--- src/bcnt_pkg.sv ---
`timescale 1ns / 1ps
package bcnt_pkg;
  localparam int MAX_TRACKS = 16;
  localparam int SLOT_BITS = $clog2(MAX_TRACKS);
  localparam int COORD_BITS = 12;
  localparam int FRAC_BITS = 8;
  localparam int POS_BITS = COORD_BITS + FRAC_BITS + 1;
  localparam int VEL_BITS = FRAC_BITS + 9;
  localparam int BOX_BITS = 4 * COORD_BITS;
  localparam int AREA_BITS = 25;
  localparam int SUM_BITS = 36;
  localparam int DIV_BITS = SUM_BITS + FRAC_BITS;
  localparam int DIV_CNT_BITS = $clog2(DIV_BITS + 1);
  localparam int LIVE_BITS = 7;
  localparam int CFG_DATA_BITS = 26;
  localparam int CFG_IDX_BITS = 2;

  localparam logic [CFG_IDX_BITS-1:0] REG_MIN_AREA = 2'd0;
  localparam logic [CFG_IDX_BITS-1:0] REG_GATE = 2'd1;
  localparam logic [CFG_IDX_BITS-1:0] REG_GAIN = 2'd2;
  localparam logic [CFG_IDX_BITS-1:0] REG_MAX_MISSED = 2'd3;

  typedef enum logic [3:0] {
    ST_IDLE, ST_DIV, ST_SCAN, ST_DIST, ST_CMP, ST_DECIDE, ST_SMOOTH, ST_WRITE,
    ST_FRAME, ST_DONE
  } state_t;

  typedef struct packed {
    logic load;
    logic div_start;
    logic scan_clear;
    logic sq_calc;
    logic cmp;
    logic scan_next;
    logic decide;
    logic smooth;
    logic write;
    logic frame;
    logic finish;
  } ctrl_cmd_t;

  typedef struct packed {
    logic is_frame;
    logic rejected;
    logic div_done;
    logic scan_last;
    logic found;
  } ctrl_sts_t;
endpackage

--- src/bcnt_ctrl.sv ---
`timescale 1ns / 1ps
module bcnt_ctrl (
  input  logic clk,
  input  logic rst,
  input  logic in_valid,
  output logic in_stall,
  output logic out_valid,
  input  logic out_stall,
  input  bcnt_pkg::ctrl_sts_t sts,
  output bcnt_pkg::ctrl_cmd_t cmd
);
  import bcnt_pkg::*;
  state_t state, state_next;

  always_ff @(posedge clk) begin
    if (rst) begin
      state <= ST_IDLE;
    end else begin
      state <= state_next;
    end
  end

  always_comb begin
    state_next = state;
    unique case (state)
      ST_IDLE: if (in_valid) state_next = ST_DIV;
      ST_DIV: begin
        if (sts.is_frame) state_next = ST_FRAME;
        else if (sts.rejected) state_next = ST_DONE;
        else if (sts.div_done) state_next = ST_SCAN;
      end
      ST_SCAN: state_next = ST_DIST;
      ST_DIST: state_next = ST_CMP;
      ST_CMP: state_next = sts.scan_last ? ST_DECIDE : ST_DIST;
      ST_DECIDE: state_next = sts.found ? ST_SMOOTH : ST_WRITE;
      ST_SMOOTH: state_next = ST_WRITE;
      ST_WRITE: state_next = ST_DONE;
      ST_FRAME: state_next = ST_DONE;
      ST_DONE: if (!out_stall) state_next = ST_IDLE;
      default: state_next = ST_IDLE;
    endcase
  end

  always_comb begin
    cmd = '0;
    in_stall = 1'b1;
    out_valid = 1'b0;
    unique case (state)
      ST_IDLE: begin
        in_stall = 1'b0;
        cmd.load = in_valid;
      end
      ST_DIV: cmd.div_start = 1'b0;
      ST_SCAN: cmd.scan_clear = 1'b1;
      ST_DIST: cmd.sq_calc = 1'b1;
      ST_CMP: begin
        cmd.cmp = 1'b1;
        cmd.scan_next = 1'b1;
      end
      ST_DECIDE: cmd.decide = 1'b1;
      ST_SMOOTH: cmd.smooth = 1'b1;
      ST_WRITE: cmd.write = 1'b1;
      ST_FRAME: cmd.frame = 1'b1;
      ST_DONE: begin
        out_valid = 1'b1;
        cmd.finish = !out_stall;
      end
      default: cmd = '0;
    endcase
  end
endmodule

--- config.mk ---
export PLATFORM = sky130hd
export DESIGN_NAME = bcnt_ctrl
export DESIGN_NICKNAME = d
export VERILOG_FILES = /design/src/bcnt_pkg.sv /design/src/bcnt_ctrl.sv
export SDC_FILE = /design/constraint.sdc
export NUM_CORES = 1
export LEC_CHECK = 0
export ABC_CLOCK_PERIOD_IN_PS = 2000
export BUFFER_PORTS_ARGS = -buffer_cell sky130_fd_sc_hd__buf_2
export CAP_MARGIN = 40
export CORE_MARGIN = 1.5
export CORE_UTILIZATION = 30
export CTS_BUF_LIST = sky130_fd_sc_hd__clkbuf_8
export DETAILED_ROUTE_END_ITERATION = 10
export GPL_ROUTABILITY_DRIVEN = 0
export SETUP_SLACK_MARGIN = 0.4
export SKIP_CTS_REPAIR_TIMING = 1
export SLEW_MARGIN = 20
export SYNTH_ARGS = -nofsm -noshare
export SYNTH_HDL_FRONTEND = slang
export SYNTH_SLANG_ARGS = --single-unit
export TNS_END_PERCENT = 5
--- constraint.sdc ---
create_clock -name clk -period 2 [get_ports clk]
set_input_delay 0.2 -clock clk [delete_from_list [all_inputs] [get_ports clk]]
set_output_delay 0.2 -clock clk [all_outputs]
set_load 0.005 [all_outputs]
Word-level counts from Yosys, hierarchy flattened
Index checks and enable logic that the tools add are counted.

Register bits: 4. Bits of input ports: 9. Output and inout bits: 13. Word-level logic and storage cells: 36.

Equal/unequal tests: 12. Muxes and demuxes: 19. Reduce and logical (&&, ||, !) cells: 4.

Operator list (number): case mux 4 bit (9 select lines) (1); 2-to-1 mux 4 bit (5); == test 4 x 3 -> 1 bit (second input constant) (4); 2-to-1 mux 1 bit (11); == test 4 x 2 -> 1 bit (second input constant) (2); == test 4 bit (second input constant) (2); == test 4 x 1 -> 1 bit (second input constant) (1); logical NOT 4 bit (1); inequality test 2 bit (second input constant) (2); inequality test 4 bit (second input constant) (1); 2-to-1 mux 3 bit (1); AND reduction 3 bit (1); 2-to-1 mux 2 bit (1); OR reduction 2 bit (1); logical NOT 1 bit (1).

Longest topological paths before layout
Gate-level depths: netlist (run 1).

Depth in word-level cells: 4. Mapped depth: 5. Mapped depth without buffers: 4.

Least setup slack after synthesis (run 1)
OpenSTA, ideal clock, no wires.

Path kind: flip-flop to output port. Start point: reg state[1]. End point: out cmd[6] (netlist name). Data arrival time: 0.961 ns. Data required time: 1.800 ns. Slack: 0.839 ns. Stages on the path, launching flop included: 4. Buffers on the path: 1. Cell sequence: dfxtp_1 > or2b_1 > nor3_1 > buf_4.

RTL lines: start, declared (line bcnt_ctrl.sv:13) `state_t state, state_next;`; start signal, assigned (line bcnt_ctrl.sv:19) `state <= state_next;`; end, declared (line bcnt_ctrl.sv:10) `output bcnt_pkg::ctrl_cmd_t cmd`.

==> results of run 1 <==
per-layer routing:
metal | GRT usage, % | routed length [um]
met5 | 0 | 0
met4 | 14.66 | 27
met3 | 3.409 | 38
met2 | 22.54 | 444
met1 | 20.68 | 461
power by group:
part / internal, W / switching (W) / leakage (nW)
Combinational: 0.0000628 / 0.0000546 / 0.199
Sequential: 0.0000928 / 0.0000416 / 0.0335
Clock: 0.000128 / 0.0000382 / 0.0216
cells in the mapped netlist:
library cell  n  share of area (%)
a2111oi_2     1                3.7
a211o_1       1                2.2
a21o_1        1                1.9
a21oi_1       2                2.5
and2_1        1                1.6
and2b_1       1                1.9
and3_1        2                3.1
buf_2         2                2.5
buf_4         2                3.7
buf_6         2                5.6
conb_1        1               0.93
dfxtp_1       4                 20
inv_1         1               0.93
nand2_1       3                2.8
nand2b_1      3                4.7
nand3_1       1                1.2
nor2_1        9                8.4
nor2_4        1                2.8
nor3_1        5                6.2
nor3b_1       1                1.9
nor4_1        4                6.2
nor4_2        1                3.1
o21a_1        1                1.9
o21ai_0       4                5.0
o21ai_1       1                1.2
o311a_1       1                2.5
or2b_1        1                1.9
worst paths after layout:
path | startpoint | end | slack, ns | cells after the start
max | state[1] | cmd[3] | 0.47 | 3
min | rst | state[2] | 0.25 | 2
max reg2reg | state[3] | state[0] | 0.60 | 4
min reg2reg | state[2] | state[1] | 0.61 | 1
critical path: stages (launching register included):
cell and delay, ns:
dfxtp_1 0.58, nand2_1 0.21, nor3_1 0.19, buf_2 0.14
kinds of logic after synthesis:
family                 Yosys count
AOI/OAI and AO/OA               12
DFF                              4
buffers and inverters            7
other                            1
and+or+nand+nor                 33
stage by stage:
stage	instance area (sq um)	hold WS [ns]	utilization, %	power, W	worst slack, ns
after global placement	474.2	0.4751	37.38	0.0002522	0.6285
after floorplan	402.9	0.2691	-	0.0002183	0.8388
after detailed placement	474.2	0.4768	37.38	0.0002537	0.6115
after CTS	515.5	0.2516	40.63	0.0004260	0.4054
final	518.0	0.2503	40.83	0.0004180	0.4711
after global routing	518.0	0.2569	40.83	0.0004537	0.3609
area by class of cell:
cell class / count / share of cell area (%)
inverter: 1 / 0.7246
clock buffer: 3 / 7.971
timing repair buffer: 20 / 19.32
tap: 15 / 3.623
multi-input combinational: 46 / 52.42
sequential: 4 / 15.94
==> flow_summary.toml, run 1 <==
[final_layout]
diodes = 0
final_cell_mix = "buf_2, nor2_1, nor3_1"
regArea_sq_um = 82.58
final_common_cell = "buf_2"
regMostFlops = "state"
largest_reg_flops = 4
syn_to_final_growth_pct = 28.57
drive_above_1_share_pct = 37.84
instances_no_fill = 89
fin_nets = 85
multi_input_area_sq_um = 271.5
reg_top3 = "state: 4 flops"
nFillCells = 148

[power_and_ir_drop]
power_density_nw_per_um2 = 806.9
peakVddDrop_mv = 0.5952
p_leak_nw = 0.2543

[floorplan]
initial_core_util_pct = 31.76
die_w_um = 39.65
die_h_um = 39.65
dieArea_sq_um = 1572
io_pins = 22
coreArea_sq_um = 1269
core.rowCount = 13

[logic_synthesis]
synthXorXnorAreaFrac_pct = 0
yosysSeqAreaShare_pct = 19.88
synth_top_family_by_area = "simple AND/OR/NAND/NOR gates"
synth-compound-area-share_pct = 20.81
postSynthAreaPerCell_sq_um = 7.068
synth.distinct_cells = 27
ys_seq_elements = 4
synthSimpleGateAreaFrac_pct = 45.65
ys_warn_count = 0
synth_cells = 57
synthesis.area_sq_um = 402.9
synth_fa_ha_area_share_pct = 0
syn_nets = 66
synth.area.mux_share_pct = 0

[worst_setup_path]
crit_fanout = 12
worstSetupStartpointType = "flop"
critPathCaptureType = "primary output"
worstSetupPathType = "reg -> out"
cp_data_arrival_time_ns = 1.33
cp.required_ns = 1.80

[cts]
cts_buffers = 3
clock-sinks = 4
root_buffer = "clkbuf_8"
htreeDepth = 1
cts_tree = "yes"
cts_max_path_buffers = 2
clock_latency_ns = 0.21
cts.clk_slew.worst_paths_ns = 0.03

[global_route]
grt_max_degree = 17
antenna_found_initial = 0
grt.overflow.total = 0
grt_util_all_layers_pct = 16.33
grt_pass1_wl_um = 1656
grt_pass1_vias = 399

[run_status]
status = "finished, final reports clean"

[place]
io_buffers = 20
dp_cells = 86
hpwl_um = 715.1

[drt]
vias_per_cell = 5.034
antenna_left = 0
drt_iter0_drc = 5
drtPass1Iterations = 2
routed_wl_um = 971
drc = 0
dr_total_vias = 448
wl_per_cell_um = 10.91

[sta]
rsz0062_at_grt = "true"
period_share_pct = 76.44
period_minus_slack_ns = 1.529
maxSlewViolCount = 0
setup-violations-final = 0
max_freq_mhz = 654.1
tns_ns = 0
hold_viol_final = 0
finalClockSkew_ns = 0.001961

[job]
drv_cap = 0

[hold_path]
min_path_type = "in -> reg"
Power figures use the tool's default switching activity.
==> run 2, diff against run 1 <==
Settings changed: ABC_CLOCK_PERIOD_IN_PS 2000 to 1560.
Clock period 2 ns to 1.56 ns, I/O delays scaled along.
==> run 2 against run 1 <==
Largest cell class unchanged. Worst setup slack worse by 0.20 ns. Highest routed layer is now met3. Sequential power is 22% higher. Routed wire length grew 6.1%.
==> flow_summary.toml, run 2 (synthesized netlist as in run 1, its figures left out) <==
[run_status]
status = "finished, final reports clean"

[sta]
maxSlewViolCount = 0
hold_viol_final = 0
rsz0062_at_grt = "true"
max_freq_mhz = 773.7
timing.final.ws_setup_ns = 0.2676
finalClockSkew_ns = 0.007474
period_share_pct = 82.85
period_minus_slack_ns = 1.292
tns_ns = 0
setup-violations-final = 0

[worst_setup_path]
worstPathCellList = "buf_6 -> nor2_4 -> nand2_2 -> nor2_1 -> buf_2"
critPathCaptureType = "primary output"
slowest_stage = "dfxtp_4"
crit_fanout = 7
cp_data_arrival_time_ns = 1.14
cpPeakStageDelay_ns = 0.35
crit_family = "flip-flops"
cp.required_ns = 1.40
worstSetupStartpointType = "flop"
crit_buf_inv = 2
worstSetupPathType = "reg -> out"

[drt]
drt_iter0_drc = 5
dr_total_vias = 474
wl_per_cell_um = 11.08
drc = 0
vias_per_cell = 5.097
drtPass1Iterations = 4
antenna_left = 0
routed_wl_um = 1030

[final_layout]
largest_reg_flops = 4
reg_top3 = "state: 4 flops"
instances_no_fill = 93
regMostFlops = "state"
drive_above_1_share_pct = 46.15
final_cell_mix = "buf_2, nor2_1, nor3_1, o21ai_0, nor4_1"
fin_nets = 89
diodes = 0
final_common_cell = "buf_2"
syn_to_final_growth_pct = 40.68

[cts]
clock_latency_ns = 0.22
cts_tree = "yes"
cts_max_path_buffers = 2
clock-sinks = 4
root_buffer = "clkbuf_8"
cts_buffers = 3
cts.clk_slew.worst_paths_ns = 0.04
htreeDepth = 1

[place]
hpwl_um = 770
dp_slack_ns = 0.2853
dp_cells = 89
io_buffers = 20

[global_route]
antenna_found_initial = 0
grt.overflow.total = 0
grt_max_degree = 14
grt_util_all_layers_pct = 15.51
grt_pass1_vias = 374
grt_pass1_wl_um = 1566

[power_and_ir_drop]
total_power_w = 0.0005706
p_leak_nw = 0.2805
peakVddDrop_mv = 0.5989
power_density_nw_per_um2 = 1007

[floorplan]
core.rowCount = 13
coreArea_sq_um = 1269
die_w_um = 39.65
dieArea_sq_um = 1572
initial_core_util_pct = 31.76
io_pins = 22
die_h_um = 39.65

[job]
drv_cap = 0

[hold_path]
min_path_type = "in -> reg"
[run 2: through the flow]
| step | hold slack, ns | util, % | area, sq um |
|---|---|---|---|
| final | 0.2119 | 44.67 | 566.8 |
| after global routing | 0.2129 | 44.67 | 566.8 |
| after CTS | 0.2117 | 42.41 | 538.0 |
| after detailed placement | 0.4429 | 39.15 | 496.7 |
| after global placement | 0.4444 | 39.15 | 496.7 |
| after floorplan | 0.2251 | - | 402.9 |
[run 2: final timing paths]
path	start	end	slack [ns]	depth (start not counted)
setup / recovery	state[2]	cmd[1]	0.27	5
hold reg to reg	state[3]	state[1]	0.61	2
hold / removal	rst	state[2]	0.21	2
setup reg to reg	state[2]	state[3]	0.37	5
[run 2: per-layer routing]
layer	routed length (um)	vias to the layer above	track usage (%)	part of all wire, %
met5	0	-	0	0
met4	0	0	5.172	0
met3	58	0	6.818	5.6
met2	492	16	24.59	48
met1	478	213	18.31	46
li1	-	245	-	-
[run 2: cell type report]
type / instances / area [sq um]
flip-flops and latches: 4 / 90.09
repair buffers: 24 / 133.9
fillers: 144 / 701.9
well taps: 15 / 18.77
inverters: 1 / 3.754
clock buffers: 3 / 41.29
multi-input cells: 46 / 279.0
[run 2: where the power goes]
group	leakage (nW)	switching (W)	internal, W
sequential	0.0350	0.0000444	0.000120
combinational	0.224	0.0000888	0.0000954
clock	0.0216	0.0000575	0.000165
